## src/hdl/ssvt_pkg.sv

```systemverilog
// ----------------------------------------------------------------------------
// Split-screen viewport table: shared definitions
// Field widths, command and register codes, word types and the grid tables
// that map a player count and a table slot onto a split-screen tile.
// ----------------------------------------------------------------------------
package ssvt_pkg;

    // Field widths fixed by the interface.
    localparam int DIM_W     = 14;
    localparam int ID_W      = 8;
    localparam int CMD_W     = 2;
    localparam int SLOT_W    = 3;
    localparam int CNT_W     = 4;
    localparam int CFG_IDX_W = 1;

    // Default table depth.
    localparam int MAX_PLAYERS_DEFAULT = 8;

    // Command codes.
    localparam logic [CMD_W-1:0] CMD_ADD    = 2'd0;
    localparam logic [CMD_W-1:0] CMD_REMOVE = 2'd1;
    localparam logic [CMD_W-1:0] CMD_LOOKUP = 2'd2;

    // Configuration register indexes and their reset values.
    localparam logic [CFG_IDX_W-1:0] REG_SCREEN_WIDTH  = 1'd0;
    localparam logic [CFG_IDX_W-1:0] REG_SCREEN_HEIGHT = 1'd1;
    localparam logic [DIM_W-1:0]     SCREEN_WIDTH_RST  = 14'd1920;
    localparam logic [DIM_W-1:0]     SCREEN_HEIGHT_RST = 14'd1080;

    // Division by three as a multiply by ceil(2^16 / 3) and a shift; exact for
    // every 14-bit dividend.
    localparam int                 RECIP_W     = 15;
    localparam int                 RECIP_SHIFT = 16;
    localparam logic [RECIP_W-1:0] RECIP_THIRD = 15'd21846;

    // Input word.
    typedef struct packed {
        logic [CMD_W-1:0] command;
        logic [ID_W-1:0]  player_id;
    } in_word_t;

    // Result word.
    typedef struct packed {
        logic              ok;
        logic [SLOT_W-1:0] slot;
        logic [DIM_W-1:0]  tile_x;
        logic [DIM_W-1:0]  tile_y;
        logic [DIM_W-1:0]  tile_width;
        logic [DIM_W-1:0]  tile_height;
        logic [CNT_W-1:0]  player_count;
    } out_word_t;

    // Tile rectangle handed back by the tile unit.
    typedef struct packed {
        logic [DIM_W-1:0] x;
        logic [DIM_W-1:0] y;
        logic [DIM_W-1:0] width;
        logic [DIM_W-1:0] height;
    } tile_t;

    // Column count minus one for a given player count.
    function automatic logic [1:0] grid_cols_m1(input logic [CNT_W-1:0] n);
        logic [1:0] c;
        case (n)
            4'd0, 4'd1: c = 2'd0;
            4'd2:       c = 2'd1;
            4'd3:       c = 2'd2;
            4'd4:       c = 2'd1;
            4'd5, 4'd6: c = 2'd2;
            default:    c = 2'd3;
        endcase
        return c;
    endfunction

    // The grid has two rows from four players upwards.
    function automatic logic grid_two_rows(input logic [CNT_W-1:0] n);
        return (n >= 4'd4);
    endfunction

    // Column of a slot within the grid.
    function automatic logic [1:0] slot_col(input logic [SLOT_W-1:0] s,
                                            input logic [1:0] cols_m1);
        logic [1:0] c;
        case (cols_m1)
            2'd0:    c = 2'd0;
            2'd1:    c = {1'b0, s[0]};
            2'd2:    c = (s >= 3'd3) ? 2'(s - 3'd3) : s[1:0];
            default: c = s[1:0];
        endcase
        return c;
    endfunction

    // Row of a slot within the grid; only the top two rows ever occur.
    function automatic logic slot_row(input logic [SLOT_W-1:0] s,
                                      input logic [1:0] cols_m1);
        logic r;
        case (cols_m1)
            2'd0:    r = 1'b0;
            2'd1:    r = s[1];
            2'd2:    r = (s >= 3'd3);
            default: r = s[2];
        endcase
        return r;
    endfunction

endpackage

```

## src/hdl/ssvt_tile_unit.sv

```systemverilog
// ----------------------------------------------------------------------------
// Split-screen viewport table: tile unit
// Two-step unit that turns a player count and a slot into the tile
// rectangle: first the column width and row height, then origin and size.
// ----------------------------------------------------------------------------
module ssvt_tile_unit (
    input  logic                          aclk,
    input  logic                          aresetn,
    input  logic                          start,
    input  logic [ssvt_pkg::DIM_W-1:0]    screen_width,
    input  logic [ssvt_pkg::DIM_W-1:0]    screen_height,
    input  logic [ssvt_pkg::CNT_W-1:0]    player_count,
    input  logic [ssvt_pkg::SLOT_W-1:0]   slot,
    output logic                          done,
    output ssvt_pkg::tile_t               tile
);

    localparam int PROD_W = ssvt_pkg::DIM_W + ssvt_pkg::RECIP_W;
    localparam int SPAN_W = ssvt_pkg::DIM_W + 2;

    logic [1:0]                 cols_m1;
    logic [PROD_W-1:0]          third_prod;
    logic [ssvt_pkg::DIM_W-1:0] cw_next;
    logic [ssvt_pkg::DIM_W-1:0] rh_next;

    logic                       step_reg;
    logic                       done_reg;
    logic [ssvt_pkg::DIM_W-1:0] cw_reg;
    logic [ssvt_pkg::DIM_W-1:0] rh_reg;
    logic [1:0]                 cols_m1_reg;
    logic [1:0]                 col_reg;
    logic                       row_reg;
    logic                       two_rows_reg;

    logic [SPAN_W-1:0]          x_prod;
    logic [SPAN_W-1:0]          span_prod;
    ssvt_pkg::tile_t            tile_next;
    ssvt_pkg::tile_t            tile_reg;

    // First step: column width and row height.
    assign cols_m1    = ssvt_pkg::grid_cols_m1(player_count);
    assign third_prod = {{ssvt_pkg::RECIP_W{1'b0}}, screen_width}
                        * {{ssvt_pkg::DIM_W{1'b0}}, ssvt_pkg::RECIP_THIRD};

    always_comb begin
        case (cols_m1)
            2'd0:    cw_next = screen_width;
            2'd1:    cw_next = screen_width >> 1;
            2'd2:    cw_next = {1'b0, third_prod[ssvt_pkg::RECIP_SHIFT +: ssvt_pkg::DIM_W-1]};
            default: cw_next = screen_width >> 2;
        endcase
        rh_next = ssvt_pkg::grid_two_rows(player_count) ? (screen_height >> 1)
                                                         : screen_height;
    end

    // Second step: origin, and the remainder for the last column and row.
    assign x_prod    = SPAN_W'(col_reg) * SPAN_W'(cw_reg);
    assign span_prod = SPAN_W'(cols_m1_reg) * SPAN_W'(cw_reg);

    always_comb begin
        tile_next.x     = x_prod[ssvt_pkg::DIM_W-1:0];
        tile_next.y     = row_reg ? rh_reg : '0;
        tile_next.width = (col_reg == cols_m1_reg)
                          ? screen_width - span_prod[ssvt_pkg::DIM_W-1:0] : cw_reg;
        if (!two_rows_reg) begin
            tile_next.height = screen_height;
        end else if (row_reg) begin
            tile_next.height = screen_height - rh_reg;
        end else begin
            tile_next.height = rh_reg;
        end
    end

    // Step registers.
    always_ff @(posedge aclk) begin
        if (!aresetn) begin
            step_reg <= 1'b0;
            done_reg <= 1'b0;
        end else begin
            step_reg <= start;
            done_reg <= step_reg;
        end
        if (start) begin
            cw_reg       <= cw_next;
            rh_reg       <= rh_next;
            cols_m1_reg  <= cols_m1;
            col_reg      <= ssvt_pkg::slot_col(slot, cols_m1);
            row_reg      <= ssvt_pkg::slot_row(slot, cols_m1);
            two_rows_reg <= ssvt_pkg::grid_two_rows(player_count);
        end
        if (step_reg) begin
            tile_reg <= tile_next;
        end
    end

    assign done = done_reg;
    assign tile = tile_reg;

endmodule

```

## src/hdl/split_screen_viewport_table.sv

```systemverilog
// ----------------------------------------------------------------------------
// Split-screen viewport table
// Ordered table of player ids sharing one screen, with add, remove and
// tile lookup; a lookup returns the player's tile of the split-screen grid.
// ----------------------------------------------------------------------------
//
//   Channel   Direction  Handshake            Word
//   s_        in         s_valid / s_ready    command, player_id
//   m_        out        m_valid / m_ready    ok, slot, tile, player_count
//   cfg_      in         cfg_wr_en            screen_width, screen_height
//
// The time an item takes depends on the player count: it is set by the scan
// of the table, one entry a cycle through its single read port, by the
// removal shift, one entry a cycle, and, for a lookup, by the two steps of
// the tile unit. Reset is synchronous and empties the table at once. A
// result waits in the output register while the next word is taken; a
// finished item holds there only if that register is still full.
//
module split_screen_viewport_table #(
    parameter int MAX_PLAYERS = ssvt_pkg::MAX_PLAYERS_DEFAULT
) (
    input  logic                            aclk,
    input  logic                            aresetn,
    input  logic                            s_valid,
    output logic                            s_ready,
    input  ssvt_pkg::in_word_t              s_data,
    output logic                            m_valid,
    input  logic                            m_ready,
    output ssvt_pkg::out_word_t             m_data,
    input  logic                            cfg_wr_en,
    input  logic [ssvt_pkg::CFG_IDX_W-1:0]  cfg_index,
    input  logic [ssvt_pkg::DIM_W-1:0]      cfg_wdata
);

    localparam int IDX_W = (MAX_PLAYERS > 1) ? $clog2(MAX_PLAYERS) : 1;
    localparam int CNT_W = ssvt_pkg::CNT_W;

    typedef enum logic [2:0] {
        ST_IDLE,
        ST_SCAN,
        ST_DECIDE,
        ST_SHIFT,
        ST_TILE,
        ST_FINISH
    } state_t;

    state_t                         state_reg, state_next;
    logic [ssvt_pkg::CMD_W-1:0]     cmd_reg, cmd_next;
    logic [ssvt_pkg::ID_W-1:0]      id_reg, id_next;
    logic [IDX_W-1:0]               idx_reg, idx_next;
    logic                           found_reg, found_next;
    logic [CNT_W-1:0]               count_reg, count_next;
    ssvt_pkg::out_word_t            res_reg, res_next;
    ssvt_pkg::out_word_t            out_reg, out_next;
    logic                           m_valid_reg, m_valid_next;

    logic [ssvt_pkg::DIM_W-1:0]     screen_width_reg;
    logic [ssvt_pkg::DIM_W-1:0]     screen_height_reg;

    logic [ssvt_pkg::ID_W-1:0]      table_mem [MAX_PLAYERS];
    logic [ssvt_pkg::ID_W-1:0]      rd_data_reg;
    logic [IDX_W-1:0]               rd_addr;
    logic                           mem_we;
    logic [IDX_W-1:0]               mem_waddr;
    logic [ssvt_pkg::ID_W-1:0]      mem_wdata;

    logic [CNT_W-1:0]               idx_inc;
    logic [CNT_W-1:0]               idx_inc2;
    logic                           tile_start;
    logic                           tile_done;
    ssvt_pkg::tile_t                tile;

    // Tile arithmetic.
    ssvt_tile_unit u_tile (
        .aclk          (aclk),
        .aresetn       (aresetn),
        .start         (tile_start),
        .screen_width  (screen_width_reg),
        .screen_height (screen_height_reg),
        .player_count  (count_reg),
        .slot          (ssvt_pkg::SLOT_W'(idx_reg)),
        .done          (tile_done),
        .tile          (tile)
    );

    // Configuration registers.
    always_ff @(posedge aclk) begin
        if (!aresetn) begin
            screen_width_reg  <= ssvt_pkg::SCREEN_WIDTH_RST;
            screen_height_reg <= ssvt_pkg::SCREEN_HEIGHT_RST;
        end else if (cfg_wr_en) begin
            case (cfg_index)
                ssvt_pkg::REG_SCREEN_WIDTH:  screen_width_reg  <= cfg_wdata;
                ssvt_pkg::REG_SCREEN_HEIGHT: screen_height_reg <= cfg_wdata;
                default: ;
            endcase
        end
    end

    // Player table: one write and one registered read a cycle.
    always_ff @(posedge aclk) begin
        if (mem_we) begin
            table_mem[mem_waddr] <= mem_wdata;
        end
        rd_data_reg <= table_mem[rd_addr];
    end

    assign idx_inc  = CNT_W'(idx_reg) + CNT_W'(1);
    assign idx_inc2 = CNT_W'(idx_reg) + CNT_W'(2);

    // Sequencer: scan, then update the table or start the tile unit.
    always_comb begin
        state_next   = state_reg;
        cmd_next     = cmd_reg;
        id_next      = id_reg;
        idx_next     = idx_reg;
        found_next   = found_reg;
        count_next   = count_reg;
        res_next     = res_reg;
        out_next     = out_reg;
        m_valid_next = m_valid_reg;
        mem_we       = 1'b0;
        mem_waddr    = idx_reg;
        mem_wdata    = rd_data_reg;
        rd_addr      = idx_inc[IDX_W-1:0];
        tile_start   = 1'b0;

        if (m_valid_reg && m_ready) begin
            m_valid_next = 1'b0;
        end

        case (state_reg)
            ST_IDLE: begin
                rd_addr = '0;
                if (s_valid) begin
                    cmd_next   = s_data.command;
                    id_next    = s_data.player_id;
                    idx_next   = '0;
                    found_next = 1'b0;
                    res_next   = '0;
                    state_next = (count_reg == '0) ? ST_DECIDE : ST_SCAN;
                end
            end
            ST_SCAN: begin
                // The read issued here fetches the entry after a match, which
                // a removal needs first.
                if (rd_data_reg == id_reg) begin
                    found_next = 1'b1;
                    state_next = ST_DECIDE;
                end else if (idx_inc < count_reg) begin
                    idx_next = idx_inc[IDX_W-1:0];
                end else begin
                    state_next = ST_DECIDE;
                end
            end
            ST_DECIDE: begin
                state_next = ST_FINISH;
                case (cmd_reg)
                    ssvt_pkg::CMD_ADD: begin
                        if (!found_reg && count_reg < CNT_W'(MAX_PLAYERS)) begin
                            mem_we      = 1'b1;
                            mem_waddr   = count_reg[IDX_W-1:0];
                            mem_wdata   = id_reg;
                            count_next  = count_reg + CNT_W'(1);
                            res_next.ok = 1'b1;
                        end
                    end
                    ssvt_pkg::CMD_REMOVE: begin
                        if (found_reg) begin
                            res_next.ok = 1'b1;
                            if (idx_inc < count_reg) begin
                                state_next = ST_SHIFT;
                            end else begin
                                count_next = count_reg - CNT_W'(1);
                            end
                        end
                    end
                    ssvt_pkg::CMD_LOOKUP: begin
                        if (found_reg) begin
                            tile_start    = 1'b1;
                            res_next.ok   = 1'b1;
                            res_next.slot = ssvt_pkg::SLOT_W'(idx_reg);
                            state_next    = ST_TILE;
                        end
                    end
                    default: ;
                endcase
            end
            ST_SHIFT: begin
                // Move the next entry down by one place.
                mem_we  = 1'b1;
                rd_addr = idx_inc2[IDX_W-1:0];
                if (idx_inc2 < count_reg) begin
                    idx_next = idx_inc[IDX_W-1:0];
                end else begin
                    count_next = count_reg - CNT_W'(1);
                    state_next = ST_FINISH;
                end
            end
            ST_TILE: begin
                if (tile_done) begin
                    res_next.tile_x      = tile.x;
                    res_next.tile_y      = tile.y;
                    res_next.tile_width  = tile.width;
                    res_next.tile_height = tile.height;
                    state_next           = ST_FINISH;
                end
            end
            ST_FINISH: begin
                if (!m_valid_reg || m_ready) begin
                    out_next              = res_reg;
                    out_next.player_count = count_reg;
                    m_valid_next          = 1'b1;
                    state_next            = ST_IDLE;
                end
            end
            default: begin
                state_next = ST_IDLE;
            end
        endcase
    end

    // State and registered outputs.
    always_ff @(posedge aclk) begin
        if (!aresetn) begin
            state_reg   <= ST_IDLE;
            count_reg   <= '0;
            found_reg   <= 1'b0;
            m_valid_reg <= 1'b0;
        end else begin
            state_reg   <= state_next;
            count_reg   <= count_next;
            found_reg   <= found_next;
            m_valid_reg <= m_valid_next;
        end
        cmd_reg <= cmd_next;
        id_reg  <= id_next;
        idx_reg <= idx_next;
        res_reg <= res_next;
        out_reg <= out_next;
    end

    assign s_ready = (state_reg == ST_IDLE);
    assign m_valid = m_valid_reg;
    assign m_data  = out_reg;

`ifndef NO_ASSERTIONS
    // The table never holds more players than it has room for.
    a_count_bound: assert property (@(posedge aclk) disable iff (!aresetn)
        count_reg <= CNT_W'(MAX_PLAYERS))
        else $error("player count exceeds table depth");

    // Only an add or a removal step changes the player count.
    a_count_change: assert property (@(posedge aclk) disable iff (!aresetn)
        (count_reg != $past(count_reg)) |->
            ($past(state_reg) == ST_DECIDE || $past(state_reg) == ST_SHIFT))
        else $error("player count changed outside an update step");

    // A refused or missed operation reports no tile.
    a_fail_no_tile: assert property (@(posedge aclk) disable iff (!aresetn)
        (m_valid && !m_data.ok) |->
            (m_data.slot == '0 && m_data.tile_x == '0 && m_data.tile_y == '0 &&
             m_data.tile_width == '0 && m_data.tile_height == '0))
        else $error("failed operation reports a tile");

    // The block is not ready again in the cycle after it takes a word.
    a_busy_after_accept: assert property (@(posedge aclk) disable iff (!aresetn)
        (s_valid && s_ready) |=> !s_ready)
        else $error("input taken twice in a row");
`endif

endmodule
```

## config.mk

```make
export PLATFORM = sky130hd
export DESIGN_NAME = split_screen_viewport_table
export DESIGN_NICKNAME = d
export VERILOG_FILES = /design/src/hdl/ssvt_pkg.sv /design/src/hdl/ssvt_tile_unit.sv /design/src/hdl/split_screen_viewport_table.sv
export SDC_FILE = /design/constraint.sdc
export NUM_CORES = 1
export LEC_CHECK = 0
export ABC_AREA = 1
export BUFFER_PORTS_ARGS = -buffer_cell sky130_fd_sc_hd__buf_2
export CORE_MARGIN = 2
export CORE_UTILIZATION = 35
export CTS_BUF_LIST = sky130_fd_sc_hd__clkbuf_4 sky130_fd_sc_hd__clkbuf_8 sky130_fd_sc_hd__clkbuf_16
export DETAILED_ROUTE_END_ITERATION = 8
export PLACE_DENSITY = 0.49
export SYNTH_ARGS = -nofsm -noshare
export SYNTH_HDL_FRONTEND = slang
export SYNTH_SLANG_ARGS = --single-unit
```

## constraint.sdc

```tcl
create_clock -name aclk -period 10.4 [get_ports aclk]
set_input_delay 1.04 -clock aclk [delete_from_list [all_inputs] [get_ports aclk]]
set_output_delay 1.04 -clock aclk [all_outputs]
set_load 0.05 [all_outputs]
```

Yosys cells after proc, flatten, opt, wreduce, memory -nomap -nowiden --
Memories as Yosys holds them, arrays and structs flattened. A register that Yosys moved wholly into a read port is not among the register bits. Cells that the tools add are included.
Operators by class: add/sub/neg operators 7, $mul 3, div/mod/pow operators 0, magnitude comparators 5, equal/unequal tests 34, shift operators 0, mux-type cells 62, bitwise gates (word level) 1, reductions and logical operators 28
Operator list (number):
- 56-bit one-hot mux with 2 select lines | 1
- 64-bit two-way mux | 1
- 56-bit two-way mux | 1
- 3-bit two-way mux | 16
- 14-bit two-way mux | 3
- 14-bit one-hot mux with 3 select lines | 1
- 14-bit by 14-bit multiplier with 28-bit output, second input constant | 1
- 2-bit by 14-bit multiplier with 14-bit output | 2
- 14-bit subtractor | 2
- 8-bit two-way mux | 3
- 4-bit one-hot mux with 2 select lines | 3
- 4-bit two-way mux | 5
- 3-bit one-hot mux with 6 select lines | 1
- 2-bit inequality test, second input constant | 8
- 1-bit two-way mux | 15
- 3-bit inequality test, second input constant | 5
- 13-bit two-way mux | 1
- 4-bit by 3-bit equality test with 1-bit output, second input constant | 3
- 2-bit one-hot mux with 3 select lines | 2
- 3-bit one-hot mux with 2 select lines | 2
- 6-bit AND reduction | 2
- 5-bit AND reduction | 2
- 3-bit one-hot mux with 3 select lines | 1
- 4-bit by 2-bit equality test with 1-bit output, second input constant | 2
- other kinds (37) | 57
Word-level totals: bits in registers 266, bits in latches 0, memory bits (writable) 64, memory bits (read-only) 0, input port bits 30, output and inout bits 66, word-level logic and storage cells 176, memories kept 1
Memory list:
- table_mem | words 8, bits a word 8, rd ports 1, clocked after memory_dff 1, wr ports 1, RTL line split_screen_viewport_table.sv:60 | logic [ssvt_pkg::ID_W-1:0] table_mem [MAX_PLAYERS];

Depth between registers and ports, before layout --
Gate-level depths: netlist of the first run.
word-level depth 7, gate-level depth with buffers 22

Cells and area by module --
A second synthesis of the first run with hierarchy kept.
Second synthesis, totals: cell total of the unflattened synthesis 2183, area, all modules 20083.0 um^2
By module, submodules not included:
- ssvt_tile_unit | instances 1, cells each 1317, area an instance 10382.5 um^2, seq. area each 2742.6 um^2
- split_screen_viewport_table | instances 1, cells each 866, area an instance 9700.6 um^2, seq. area each 6936.7 um^2

Worst setup path before layout of the first run --
OpenSTA, ideal clock, no wires.
kind input to register, start input s_valid, end register res_reg[10] (netlist name), enable pin, data arrival time 5044 ps, path slack 4809 ps, stages on the path 2, cells stage by stage inv_1 o21ai_0
Between the ends: word-level cells in the longest chain between the ends 2
RTL lines:
- start: declaration | RTL line split_screen_viewport_table.sv:24 | input logic s_valid,
- 2-bit inequality test (no source line)
- 3-bit AND reduction (no source line)
- end signal: assignment | RTL line split_screen_viewport_table.sv:239 | res_reg <= res_next;
- end: declaration | RTL line split_screen_viewport_table.sv:53 | ssvt_pkg::out_word_t res_reg, res_next;
No other way between the ends. A chain may end at the register's enable or synchronous reset.

Final worst setup path of the first run --
start register screen_width_reg[8] (netlist name), end register u_tile.cw_reg[1] (netlist name) (data pin)
Between the ends: word-level cells in the longest chain between the ends 2
RTL lines:
- start: declaration | RTL line split_screen_viewport_table.sv:57 | logic [ssvt_pkg::DIM_W-1:0] screen_width_reg;
- start signal: assignment | RTL line split_screen_viewport_table.sv:89 | screen_width_reg <= ssvt_pkg::SCREEN_WIDTH_RST;
- start signal: assignment | RTL line split_screen_viewport_table.sv:93 | ssvt_pkg::REG_SCREEN_WIDTH: screen_width_reg <= cfg_wdata;
- 14-bit by 14-bit multiplier with 28-bit output | RTL line ssvt_tile_unit.sv:43 | * {{ssvt_pkg::DIM_W{1'b0}}, ssvt_pkg::RECIP_THIRD};
- 14-bit one-hot mux with 3 select lines | RTL line ssvt_tile_unit.sv:46 | case (cols_m1)
- named net u_tile.cw_next (one bit) | RTL line ssvt_tile_unit.sv:23 | logic [ssvt_pkg::DIM_W-1:0] cw_next;
- end signal: assignment | RTL line ssvt_tile_unit.sv:84 | cw_reg <= cw_next;
- end: declaration | RTL line ssvt_tile_unit.sv:28 | logic [ssvt_pkg::DIM_W-1:0] cw_reg;
The timed path passes the listed nets, and every way through them passes these cells.

==> results of run 1 <==
-- power breakdown --
part           internal [mW]  switching [mW]
Sequential              1.74          0.0853
Combinational          0.780            1.63
Clock                  0.825           0.566
Total                   3.34            2.28
-- area by class of cell --
| cell class | instances | area, µm² | area share (%) |
|---|---|---|---|
| sequential | 338 | 9681 | 42.89 |
| multi-input combinational | 1327 | 8593 | 38.08 |
| inverter | 397 | 1490 | 6.603 |
| clock buffer | 48 | 1085 | 4.807 |
| tap | 756 | 945.9 | 4.191 |
| timing repair buffer | 104 | 543.0 | 2.406 |
| clock inverter | 26 | 231.5 | 1.026 |
-- routing by layer --
layer	wire [µm]	GRT usage [%]
met1	24010	23.71
met2	23500	28.16
met3	1883	2.488
met4	1000	4.331
met5	0	0
-- placed cells by master (no fill, tap or decap), types with 3 or more instances in the layout --
master                       instances
sky130_fd_sc_hd__clkbuf_16          41
sky130_fd_sc_hd__xnor2_1            20
sky130_fd_sc_hd__a21o_1              3
sky130_fd_sc_hd__a21oi_2             3
sky130_fd_sc_hd__nor3_1             19
sky130_fd_sc_hd__nand2_1           392
sky130_fd_sc_hd__nor2_1            205
sky130_fd_sc_hd__a31oi_1             4
sky130_fd_sc_hd__o211ai_1           11
sky130_fd_sc_hd__nand2_2             4
sky130_fd_sc_hd__nand3_1            69
sky130_fd_sc_hd__nor4_1              3
sky130_fd_sc_hd__o21ai_1            35
sky130_fd_sc_hd__buf_2              95
sky130_fd_sc_hd__inv_6               3
sky130_fd_sc_hd__clkinv_1            5
sky130_fd_sc_hd__xor2_1             22
sky130_fd_sc_hd__clkinvlp_4          7
sky130_fd_sc_hd__ha_1              150
sky130_fd_sc_hd__bufinv_16           3
sky130_fd_sc_hd__o21bai_1            7
sky130_fd_sc_hd__a21oi_1           105
sky130_fd_sc_hd__clkbuf_4            6
sky130_fd_sc_hd__clkinv_2            7
sky130_fd_sc_hd__o21ai_2             3
sky130_fd_sc_hd__o21ai_0           129
sky130_fd_sc_hd__mux2_2              8
sky130_fd_sc_hd__buf_4               9
sky130_fd_sc_hd__fa_1               71
sky130_fd_sc_hd__inv_2               8
sky130_fd_sc_hd__dfxtp_1            46
sky130_fd_sc_hd__edfxtp_1          291
sky130_fd_sc_hd__nand3b_1            5
sky130_fd_sc_hd__inv_1             389
sky130_fd_sc_hd__o22ai_1             9
sky130_fd_sc_hd__or2_2               7
sky130_fd_sc_hd__nand4_1            18
-- logic make-up (layout without fill, tap and decap cells) --
family | Yosys count | count (layout) | synth area share [%]
AO/OA/AOI/OAI | 324 | 324 | 8.950
XOR/XNOR | 42 | 42 | 1.841
adder cells (fa/ha/maj) | 221 | 221 | 16.51
buffers and inverters | 441 | 575 | 8.662
flip-flops | 338 | 338 | 48.45
multiplexers | 8 | 8 | 0.4510
AND/OR/NAND/NOR | 732 | 732 | 15.13
-- worst max path at each step --
stage	to	slack, ns
final	u_tile.cw_reg[1]	5.01
after global routing	u_tile.cw_reg[1]	4.67
after CTS	u_tile.cw_reg[1]	5.03
after detailed placement	u_tile.cw_reg[4]	5.04
after global placement	u_tile.cw_reg[1]	5.06
after floorplan	res_reg[10]	4.81
-- stage by stage --
stage               setup WS (ns)  utilization (%)
floorplan                   4.809                -
global placement            5.060            37.69
detailed placement          5.035            37.69
CTS                         5.028            40.03
global route                4.673            40.03
finish                      5.010            40.03
-- critical path: stages, from the launching register on --
cell and delay (ns):
sky130_fd_sc_hd__dfxtp_1 0.67, sky130_fd_sc_hd__ha_1 0.39, sky130_fd_sc_hd__ha_1 0.29, sky130_fd_sc_hd__inv_1 0.05, sky130_fd_sc_hd__fa_1 0.54, sky130_fd_sc_hd__inv_1 0.07, sky130_fd_sc_hd__fa_1 0.54, sky130_fd_sc_hd__inv_1 0.06
sky130_fd_sc_hd__fa_1 0.49, sky130_fd_sc_hd__fa_1 0.51, sky130_fd_sc_hd__inv_1 0.05, sky130_fd_sc_hd__ha_1 0.32, sky130_fd_sc_hd__a21oi_1 0.26, sky130_fd_sc_hd__o21bai_1 0.13, sky130_fd_sc_hd__a21oi_1 0.12, sky130_fd_sc_hd__nand2_1 0.12
sky130_fd_sc_hd__or2_2 0.29, sky130_fd_sc_hd__nand3_1 0.13, sky130_fd_sc_hd__nand4_1 0.11
==> flow_metrics.tcl, run 1 <==
set metrics [dict create \
    dr.pass1.iters 5 \
    hold_viol 0 \
    post_synth_main_area_contributors "sky130_fd_sc_hd__edfxtp_1 (44%), sky130_fd_sc_hd__ha_1 (9.4%), sky130_fd_sc_hd__nand2_1 (7.4%), sky130_fd_sc_hd__inv_1 (7.3%), sky130_fd_sc_hd__fa_1 (7.1%)" \
    first_iter_violations 777 \
    hold_path.class "flip-flop to flip-flop" \
    synth_top_cell_area_share_pct 43.74 \
    routed_via_count_divided_by_cell_count 4.751 \
    r2r_start "screen_width_reg[8]" \
    totalWireLength_um 50390 \
    area_growth_synth_to_finish_pct 12.98 \
    slew-limit-headroom_pct 26.31 \
    drc 0 \
    post_drt_wl_per_cell_um 16.82 \
    skew_final_ns 0.02036 \
    path_max_fanout 7 \
    post_synth_num_cell_types 49 \
    yosysTopAreaCell "sky130_fd_sc_hd__edfxtp_1" \
    synth-seq-area-share_pct 48.45 \
    powerDensity_nw_per_um2 249.1 \
    grt_pass1_wl_um 79070 \
    cts_num_sinks 338 \
    total_power_mw 5.621 \
    final.period_utilization_pct 51.83 \
    worstReg2RegEnd "u_tile.cw_reg[1]" \
    fin_hold_ws_ns 0.4149 \
    synth_area_per_cell_um2 9.486 \
    fp-row-count 87 \
    yosys_warnings 0 \
    setup_viol 0 \
    die_h_um 242.9 \
    max_buffers_root_to_sink 3 \
    worst_ep_required_time_ns 10.69 \
    final_layout_size_suffix_gt1_share_pct 9.911 \
    hp-start "res_reg[53]" \
    worst-r2r-setup-slack_ns 5.01 \
    min_path_cells 0 \
    floorplan.initialDensity_pct 35.43 \
    clk_latency_ns 0.56 \
    setup.worst_path.start_class "flip-flop" \
    syn_nets 2357 \
    critical_path_arrival_ns 5.68 \
    area_of_the_core_region_um2 56390 \
    fmaxAchievable_mhz 185.5 \
    crit_path_start "screen_width_reg[8]" \
    final_cells 2996 \
    post-route-cell-area_um2 22570 \
    finish.net_count 2459 \
    maxSlewViolCount 0 \
    setup_tns_final_ns 0 \
    globalRouteTotalUtil_pct 17.12 \
    peakVddDrop_v 0.0001405 \
    synth_edf_count 291 \
    end_kind "flip-flop" \
    post_cts_resize_count 0 \
    cts_root_buffer_type "sky130_fd_sc_hd__clkbuf_16" \
    ys_ff_latch 338 \
    placed_cells 2922 \
    syn-cell-area_um2 19980 \
    design.portCount 96 \
    place.gp.congestion 0.9010 \
    clk_pin_slew_worst_paths_ns 0.06 \
    holdPathEnd "m_data[53]" \
    gr_overflow_total 0 \
    placement.io_buffers 95 \
    antenna_found_initial 0 \
    layout_min_cycle_time_ns 5.390 \
    critical_path_class "flip-flop to flip-flop" \
    ctsHtreeMaxLevel 2 \
    yosys_most_used_dff "sky130_fd_sc_hd__edfxtp_1" \
    tritoncts "built" \
    detailed_place_hpwl_um 38210 \
    antenna_violating_nets_remaining 0 \
    dieArea_um2 59000 \
    ranking_of_synthesized_cells_by_instance_count "sky130_fd_sc_hd__nand2_1 (393), sky130_fd_sc_hd__inv_1 (389), sky130_fd_sc_hd__edfxtp_1 (291)" \
    grt_pass1_vias 14040 \
    tritoncts.num_buffers 40 \
    maxCapViolCount 0 \
    layout.filler_cells 5680 \
    rsz0062_at_grt "false" \
    p_leak_nw 10.16 \
    antenna_cells_inserted 0 \
    r2r.worst_path.cells 18 \
    ys_async_sr_fraction_pct 0 \
    cts_post_setup_buffers_inserted 0 \
    yosysMostFrequentCell "sky130_fd_sc_hd__nand2_1" \
    tightestPinTransition_ns 1.101 \
    dpl-instance-area_um2 21250 \
    status "finished, final reports clean" \
    post_cts_hold_buffer_count 0 \
    die_w_um 242.9 \
    pin_count_of_the_biggest_net_entering_global_routing 60 \
    vias 14240 \
    syn_inst 2106 \
]
Power figures use the tool's default switching activity.
==> inputs of run 2 (changes only) <==
--- a/config.mk
+++ b/config.mk
@@ -11,7 +11,7 @@
 export CORE_UTILIZATION = 35
 export CTS_BUF_LIST = sky130_fd_sc_hd__clkbuf_4 sky130_fd_sc_hd__clkbuf_8 sky130_fd_sc_hd__clkbuf_16
 export DETAILED_ROUTE_END_ITERATION = 8
-export PLACE_DENSITY = 0.49
+export PLACE_DENSITY = 0.51
 export SYNTH_ARGS = -nofsm -noshare
 export SYNTH_HDL_FRONTEND = slang
 export SYNTH_SLANG_ARGS = --single-unit
==> constraint.sdc (replaced) <==
create_clock -name aclk -period 4.6 [get_ports aclk]
set_input_delay 0.46 -clock aclk [delete_from_list [all_inputs] [get_ports aclk]]
set_output_delay 0.46 -clock aclk [all_outputs]
set_load 0.05 [all_outputs]
==> flow_metrics.tcl, run 2 (synthesis results as in run 1) <==
set metrics [dict create \
    status "finished, violations left" \
    violations "negative setup slack" \
    dieArea_um2 59000 \
    placement.setup.worst_slack_ns -0.3897 \
    layout_min_cycle_time_ns 4.615 \
    power.share.clock_pct 20.3 \
    powerDensity_nw_per_um2 619.1 \
    die_w_um 242.9 \
    finish.net_count 2555 \
    critical_path_class "flip-flop to flip-flop" \
    grt_pass1_wl_um 80180 \
    final_cells 3089 \
    die_h_um 242.9 \
    cts_root_buffer_type "sky130_fd_sc_hd__clkbuf_16" \
    hold_path.class "input port to flip-flop" \
    maxCapViolCount 0 \
    totalWireLength_um 51180 \
    floorplan.initialDensity_pct 35.43 \
    slew-limit-headroom_pct 25.34 \
    antenna_violating_nets_remaining 0 \
    hold_viol 0 \
    dr_wl_met3_um 2015 \
    end_kind "flip-flop" \
    clk_latency_ns 0.56 \
    tritoncts "built" \
    routed_via_count_divided_by_cell_count 4.730 \
    placed_cells 3009 \
    placement.io_buffers 95 \
    grt_pass1_vias 14600 \
    drc 0 \
    vias 14610 \
    area_of_the_core_region_um2 56390 \
    comb_power_share_pct 52.0 \
    tightestPinTransition_ns 1.116 \
    setup_tns_final_ns -0.01540 \
    pin_count_of_the_biggest_net_entering_global_routing 59 \
    r2r.worst_path.cells 23 \
    peakVddDrop_v 0.0003626 \
    area_growth_synth_to_finish_pct 19.79 \
    tritoncts.num_buffers 39 \
    critical_path_arrival_ns 4.92 \
    layout.cells.most_common_list "sky130_fd_sc_hd__nand2_1 (373), sky130_fd_sc_hd__inv_1 (372), sky130_fd_sc_hd__edfxtp_1 (291), sky130_fd_sc_hd__nor2_1 (192), sky130_fd_sc_hd__o21ai_0 (124)" \
    skew_final_ns 0.02388 \
    pwr-share-seq_pct 27.7 \
    post_cts_hold_buffer_count 0 \
    final.period_utilization_pct 100.3 \
    critical_path_s_top_delay_family "adder cells" \
    p_sw_share_pct 40.60 \
    fp-row-count 87 \
    cts_num_sinks 338 \
    critPathMaxStageDelay_ns 0.56 \
    final_layout_size_suffix_gt1_share_pct 18.65 \
    p_leak_nw 10.67 \
    layout.filler_cells 5545 \
    antenna_found_initial 0 \
    multi_input_comb_area_um2 9255 \
    setup.worst_path.start_class "flip-flop" \
    mostFrequentLayoutCell "sky130_fd_sc_hd__nand2_1" \
    highest-signal-layer "met4" \
    globalRouteTotalUtil_pct 17.28 \
    max_buffers_root_to_sink 3 \
    place.gp.congestion 0.9324 \
    post_drt_wl_per_cell_um 16.57 \
    critical_path.n_buffers_inverters 7 \
    met1Wirelength_um 23320 \
    ctsHtreeMaxLevel 2 \
    setup_viol 1 \
    maxSlewViolCount 0 \
    fmaxAchievable_mhz 216.7 \
    timing.critical_path.slowest_stage_cell "sky130_fd_sc_hd__fa_1" \
    layout.area.seq_um2 9708 \
    power.net_switching_mw 6.015 \
    internal_cell_power_mw 8.798 \
    antenna_cells_inserted 0 \
    detailroute.wirelength.met2_um 24770 \
    min_path_cells 1 \
    cpMostUsedCell "sky130_fd_sc_hd__nand2_1" \
    postLayoutSetupSlackWorst_ns -0.01540 \
    gr_overflow_total 0 \
    detailed_place_hpwl_um 38990 \
    crit_path_cell_trace "ha_4 > inv_2 > fa_1 > fa_1 > inv_2 > fa_1 > inv_2 > fa_1 > inv_2 > ha_4 > ha_4 > nand2_4 > buf_6 > nor2_4 > buf_4 > nand2_1 > nand2_1 > buf_4 > nand2_1 > nand3_1 > nand2_1 > nand3_1 > nand2_1" \
    clk_pin_slew_worst_paths_ns 0.06 \
    dr.pass1.iters 5 \
    first_iter_violations 760 \
    design.portCount 96 \
    rsz0062_at_grt "true" \
    path_max_fanout 4 \
    worst_ep_required_time_ns 4.91 \
    worst-path-stages 23 \
]
-- run 2: cell type report --
cell class / count / area share (%)
multi-input cells: 1327 / 38.68
flip-flops and latches: 338 / 40.57
well taps: 756 / 3.953
clock buffers: 47 / 4.329
repair buffers: 201 / 5.412
clock inverters: 23 / 0.8314
inverters: 397 / 6.227
-- run 2: power groups by stage --
stage          Clock (mW)  Sequential [mW]  Combinational, mW
6_report             3.01             4.10               7.70
2_1_floorplan           0             4.18               4.06
3_3_place_gp            0             4.16               6.14
5_1_grt              3.21             4.14               8.53
3_5_place_dp            0             4.17               6.17
4_1_cts              3.10             4.11               7.08
-- run 2: per-layer routing --
layer | up-vias | global-route usage (%)
li1 | 7294 | -
met5 | - | 0
met3 | 67 | 2.267
met4 | 0 | 4.854
met2 | 264 | 29.58
met1 | 6987 | 22.92
-- run 2: what timing repair did --
item                                   4_1_cts  5_1_grt
pin swaps                                   41       46
endpoints found under the hold margin        0        0
setup endpoints to repair                   13       13
setup buffers                                5        5
gates cloned                                 0        0
resized for setup                           88       57
-- run 2: worst paths after layout --
check	start	to	slack (ns)
min reg2reg	res_reg[18]	m_data[18]	0.41
max reg2reg	screen_width_reg[3]	u_tile.cw_reg[10]	-0.02
max	screen_width_reg[3]	u_tile.cw_reg[10]	-0.02
min	s_data[5]	id_reg[5]	0.08
-- run 2: through the flow --
stage                     utilization, %  cell area, µm²  total power [mW]  hold slack (ns)
after floorplan                        -           20020             8.233           0.4003
after global placement             38.92           21950             10.30           0.4038
after CTS                          42.00           23680             14.29          0.04508
final                              42.44           23930             14.81          0.08030
after detailed placement           38.92           21950             10.34           0.4054
after global routing               42.44           23930             15.89          0.05819
==> inputs of run 3 (changes only) <==
--- a/config.mk
+++ b/config.mk
@@ -6,12 +6,15 @@
 export NUM_CORES = 1
 export LEC_CHECK = 0
 export ABC_AREA = 1
+export ABC_CLOCK_PERIOD_IN_PS = 4600
 export BUFFER_PORTS_ARGS = -buffer_cell sky130_fd_sc_hd__buf_2
+export CORE_ASPECT_RATIO = 0.8
 export CORE_MARGIN = 2
 export CORE_UTILIZATION = 35
 export CTS_BUF_LIST = sky130_fd_sc_hd__clkbuf_4 sky130_fd_sc_hd__clkbuf_8 sky130_fd_sc_hd__clkbuf_16
 export DETAILED_ROUTE_END_ITERATION = 8
 export PLACE_DENSITY = 0.51
+export SKIP_CTS_REPAIR_TIMING = 1
 export SYNTH_ARGS = -nofsm -noshare
 export SYNTH_HDL_FRONTEND = slang
 export SYNTH_SLANG_ARGS = --single-unit
==> flow_metrics.tcl, run 3 (synthesis results as in run 1) <==
set metrics [dict create \
    status "finished, final reports clean" \
    worst_ep_required_time_ns 4.93 \
    final_layout_size_suffix_gt1_share_pct 18.53 \
    place.gp.congestion 0.9105 \
    postLayoutSetupSlackWorst_ns 0.003569 \
    post-route-cell-area_um2 23880 \
    maxCapViolCount 0 \
    fmaxAchievable_mhz 217.6 \
    tightestPinTransition_ns 0.9917 \
    ctsHtreeMaxLevel 2 \
    antenna_violating_nets_remaining 0 \
    clk_pin_slew_worst_paths_ns 0.07 \
    dieArea_um2 59020 \
    grt_pass1_wl_um 78010 \
    detailed_place_hpwl_um 38030 \
    mostFrequentLayoutCell "sky130_fd_sc_hd__inv_1" \
    vias 14450 \
    design.portCount 96 \
    clk_latency_ns 0.57 \
    max_buffers_root_to_sink 3 \
    floorplan.initialDensity_pct 35.29 \
    tritoncts.num_buffers 37 \
    p_leak_nw 10.57 \
    totalWireLength_um 50200 \
    drc 0 \
    power.share.clock_pct 21.0 \
    placement.setup.worst_slack_ns -0.3484 \
    globalRouteTotalUtil_pct 16.95 \
    critical_path_arrival_ns 4.92 \
    routed_via_count_divided_by_cell_count 4.708 \
    setup.worst_path.start_class "flip-flop" \
    gr_overflow_total 0 \
    critPathMaxStageDelay_ns 0.58 \
    tritoncts "built" \
    dpl-instance-area_um2 21840 \
    post_drt_wl_per_cell_um 16.35 \
    fp-row-count 78 \
    power.net_switching_mw 6.148 \
    path_max_fanout 4 \
    peakVddDrop_v 0.0004604 \
    rsz0062_at_grt "true" \
    maxSlewViolCount 0 \
    first_iter_violations 1027 \
    powerDensity_nw_per_um2 625.0 \
    setup_viol 0 \
    antenna_cells_inserted 0 \
    layout_min_cycle_time_ns 4.596 \
    cts_root_buffer_type "sky130_fd_sc_hd__clkbuf_16" \
    skew_final_ns 0.02919 \
    cpMostUsedCell "sky130_fd_sc_hd__nand2_1" \
    comb_power_share_pct 51.6 \
    grt_pass1_vias 13730 \
    area_of_the_core_region_um2 56600 \
    cts_num_sinks 338 \
    internal_cell_power_mw 8.775 \
    final.period_utilization_pct 99.92 \
    pwr-share-seq_pct 27.4 \
    finish.net_count 2532 \
    die_h_um 217.7 \
    critical_path_class "flip-flop to flip-flop" \
    p_sw_share_pct 41.20 \
    timing.critical_path.slowest_stage_cell "sky130_fd_sc_hd__fa_2" \
    layout.cells.most_common_list "sky130_fd_sc_hd__inv_1 (371), sky130_fd_sc_hd__nand2_1 (366), sky130_fd_sc_hd__edfxtp_1 (291), sky130_fd_sc_hd__nor2_1 (193), sky130_fd_sc_hd__o21ai_0 (123)" \
    die_w_um 271.1 \
    crit_path_cell_trace "ha_4 > buf_4 > inv_1 > fa_2 > fa_1 > fa_1 > inv_1 > ha_1 > ha_1 > ha_4 > nand2_1 > nor2_2 > inv_2 > nor3_2 > buf_4 > nand2_2 > nand2_1 > nand2_1 > nand3_2 > nand2_1" \
    antenna_found_initial 2 \
    dr.pass1.iters 6 \
    placement.io_buffers 95 \
    area_growth_synth_to_finish_pct 19.52 \
    slew-limit-headroom_pct 33.64 \
    hold_path.class "input port to flip-flop" \
    hold_viol 0 \
    end_kind "flip-flop" \
    pin_count_of_the_biggest_net_entering_global_routing 61 \
]
run 3: changes by cell type in the layout (fill, tap and decap cells not counted), moves of 4 or more:
cell                       previous run  this run
sky130_fd_sc_hd__buf_4              102        82
sky130_fd_sc_hd__nand2_1            373       366
sky130_fd_sc_hd__a21oi_4              1         6
sky130_fd_sc_hd__fa_2                 1         5
sky130_fd_sc_hd__fa_1                70        66
sky130_fd_sc_hd__clkinv_1             9         5
sky130_fd_sc_hd__nand2_2             17        25
run 3: path summary, 6_finish.rpt:
kind                  startpoint                to  slack, ns  cells after the start
min reg2reg          res_reg[40]        m_data[40]       0.42                      0
max reg2reg  screen_width_reg[8]  u_tile.cw_reg[9]      0.004                     20
max          screen_width_reg[8]  u_tile.cw_reg[9]      0.004                     20
min                    s_data[6]         id_reg[6]        0.1                      1
run 3: layer usage:
metal  track usage, %  share of wire, %  wire length [µm]  vias to the layer above
met3            3.314               5.1              2569                       62
met2            24.50                41             20810                      279
met4            4.011               1.9               934                        4
met5                0             0.054                27                        -
li1                 -                 -                 -                     7258
met1            25.89                52             25860                     6850
run 3: critical path: cells and delay by family, from the launching register on:
kind | cells | cell delay, ns
adders and majority gates | 7 | 2.80
DFF | 1 | 0.37
buffers and inverters | 5 | 0.43
and+or+nand+nor | 8 | 0.75
run 3: per-stage QoR:
stage	cells	power (mW)	hold slack [ns]	TNS (ns)	utilization, %
final	3070	14.92	0.09518	0	42.18
after global routing	3070	16.00	0.06543	-1.268	42.18
after CTS	3066	13.36	0.05880	-3.378	40.84
after detailed placement	2998	10.15	0.4045	-3.192	38.58
after global placement	2998	10.14	0.4024	-2.724	38.58
after floorplan	2106	8.233	0.4003	0	-
run 3: cell type report:
cell class	count	area (µm²)
Fill cell	5558	32730
Tap cell	760	950.9
Timing Repair Buffer	180	1125
Sequential cell	338	9708
Clock inverter	25	286.5
Multi-Input combinational cell	1327	9328
Inverter	397	1490
Clock buffer	43	988.4
run 3: power groups by stage:
stage	logic [mW]	clock network, mW	registers [mW]
floorplan	4.06	0	4.18
global placement	5.99	0	4.15
detailed placement	5.99	0	4.16
CTS	6.04	3.23	4.10
global route	8.52	3.34	4.13
finish	7.70	3.13	4.09
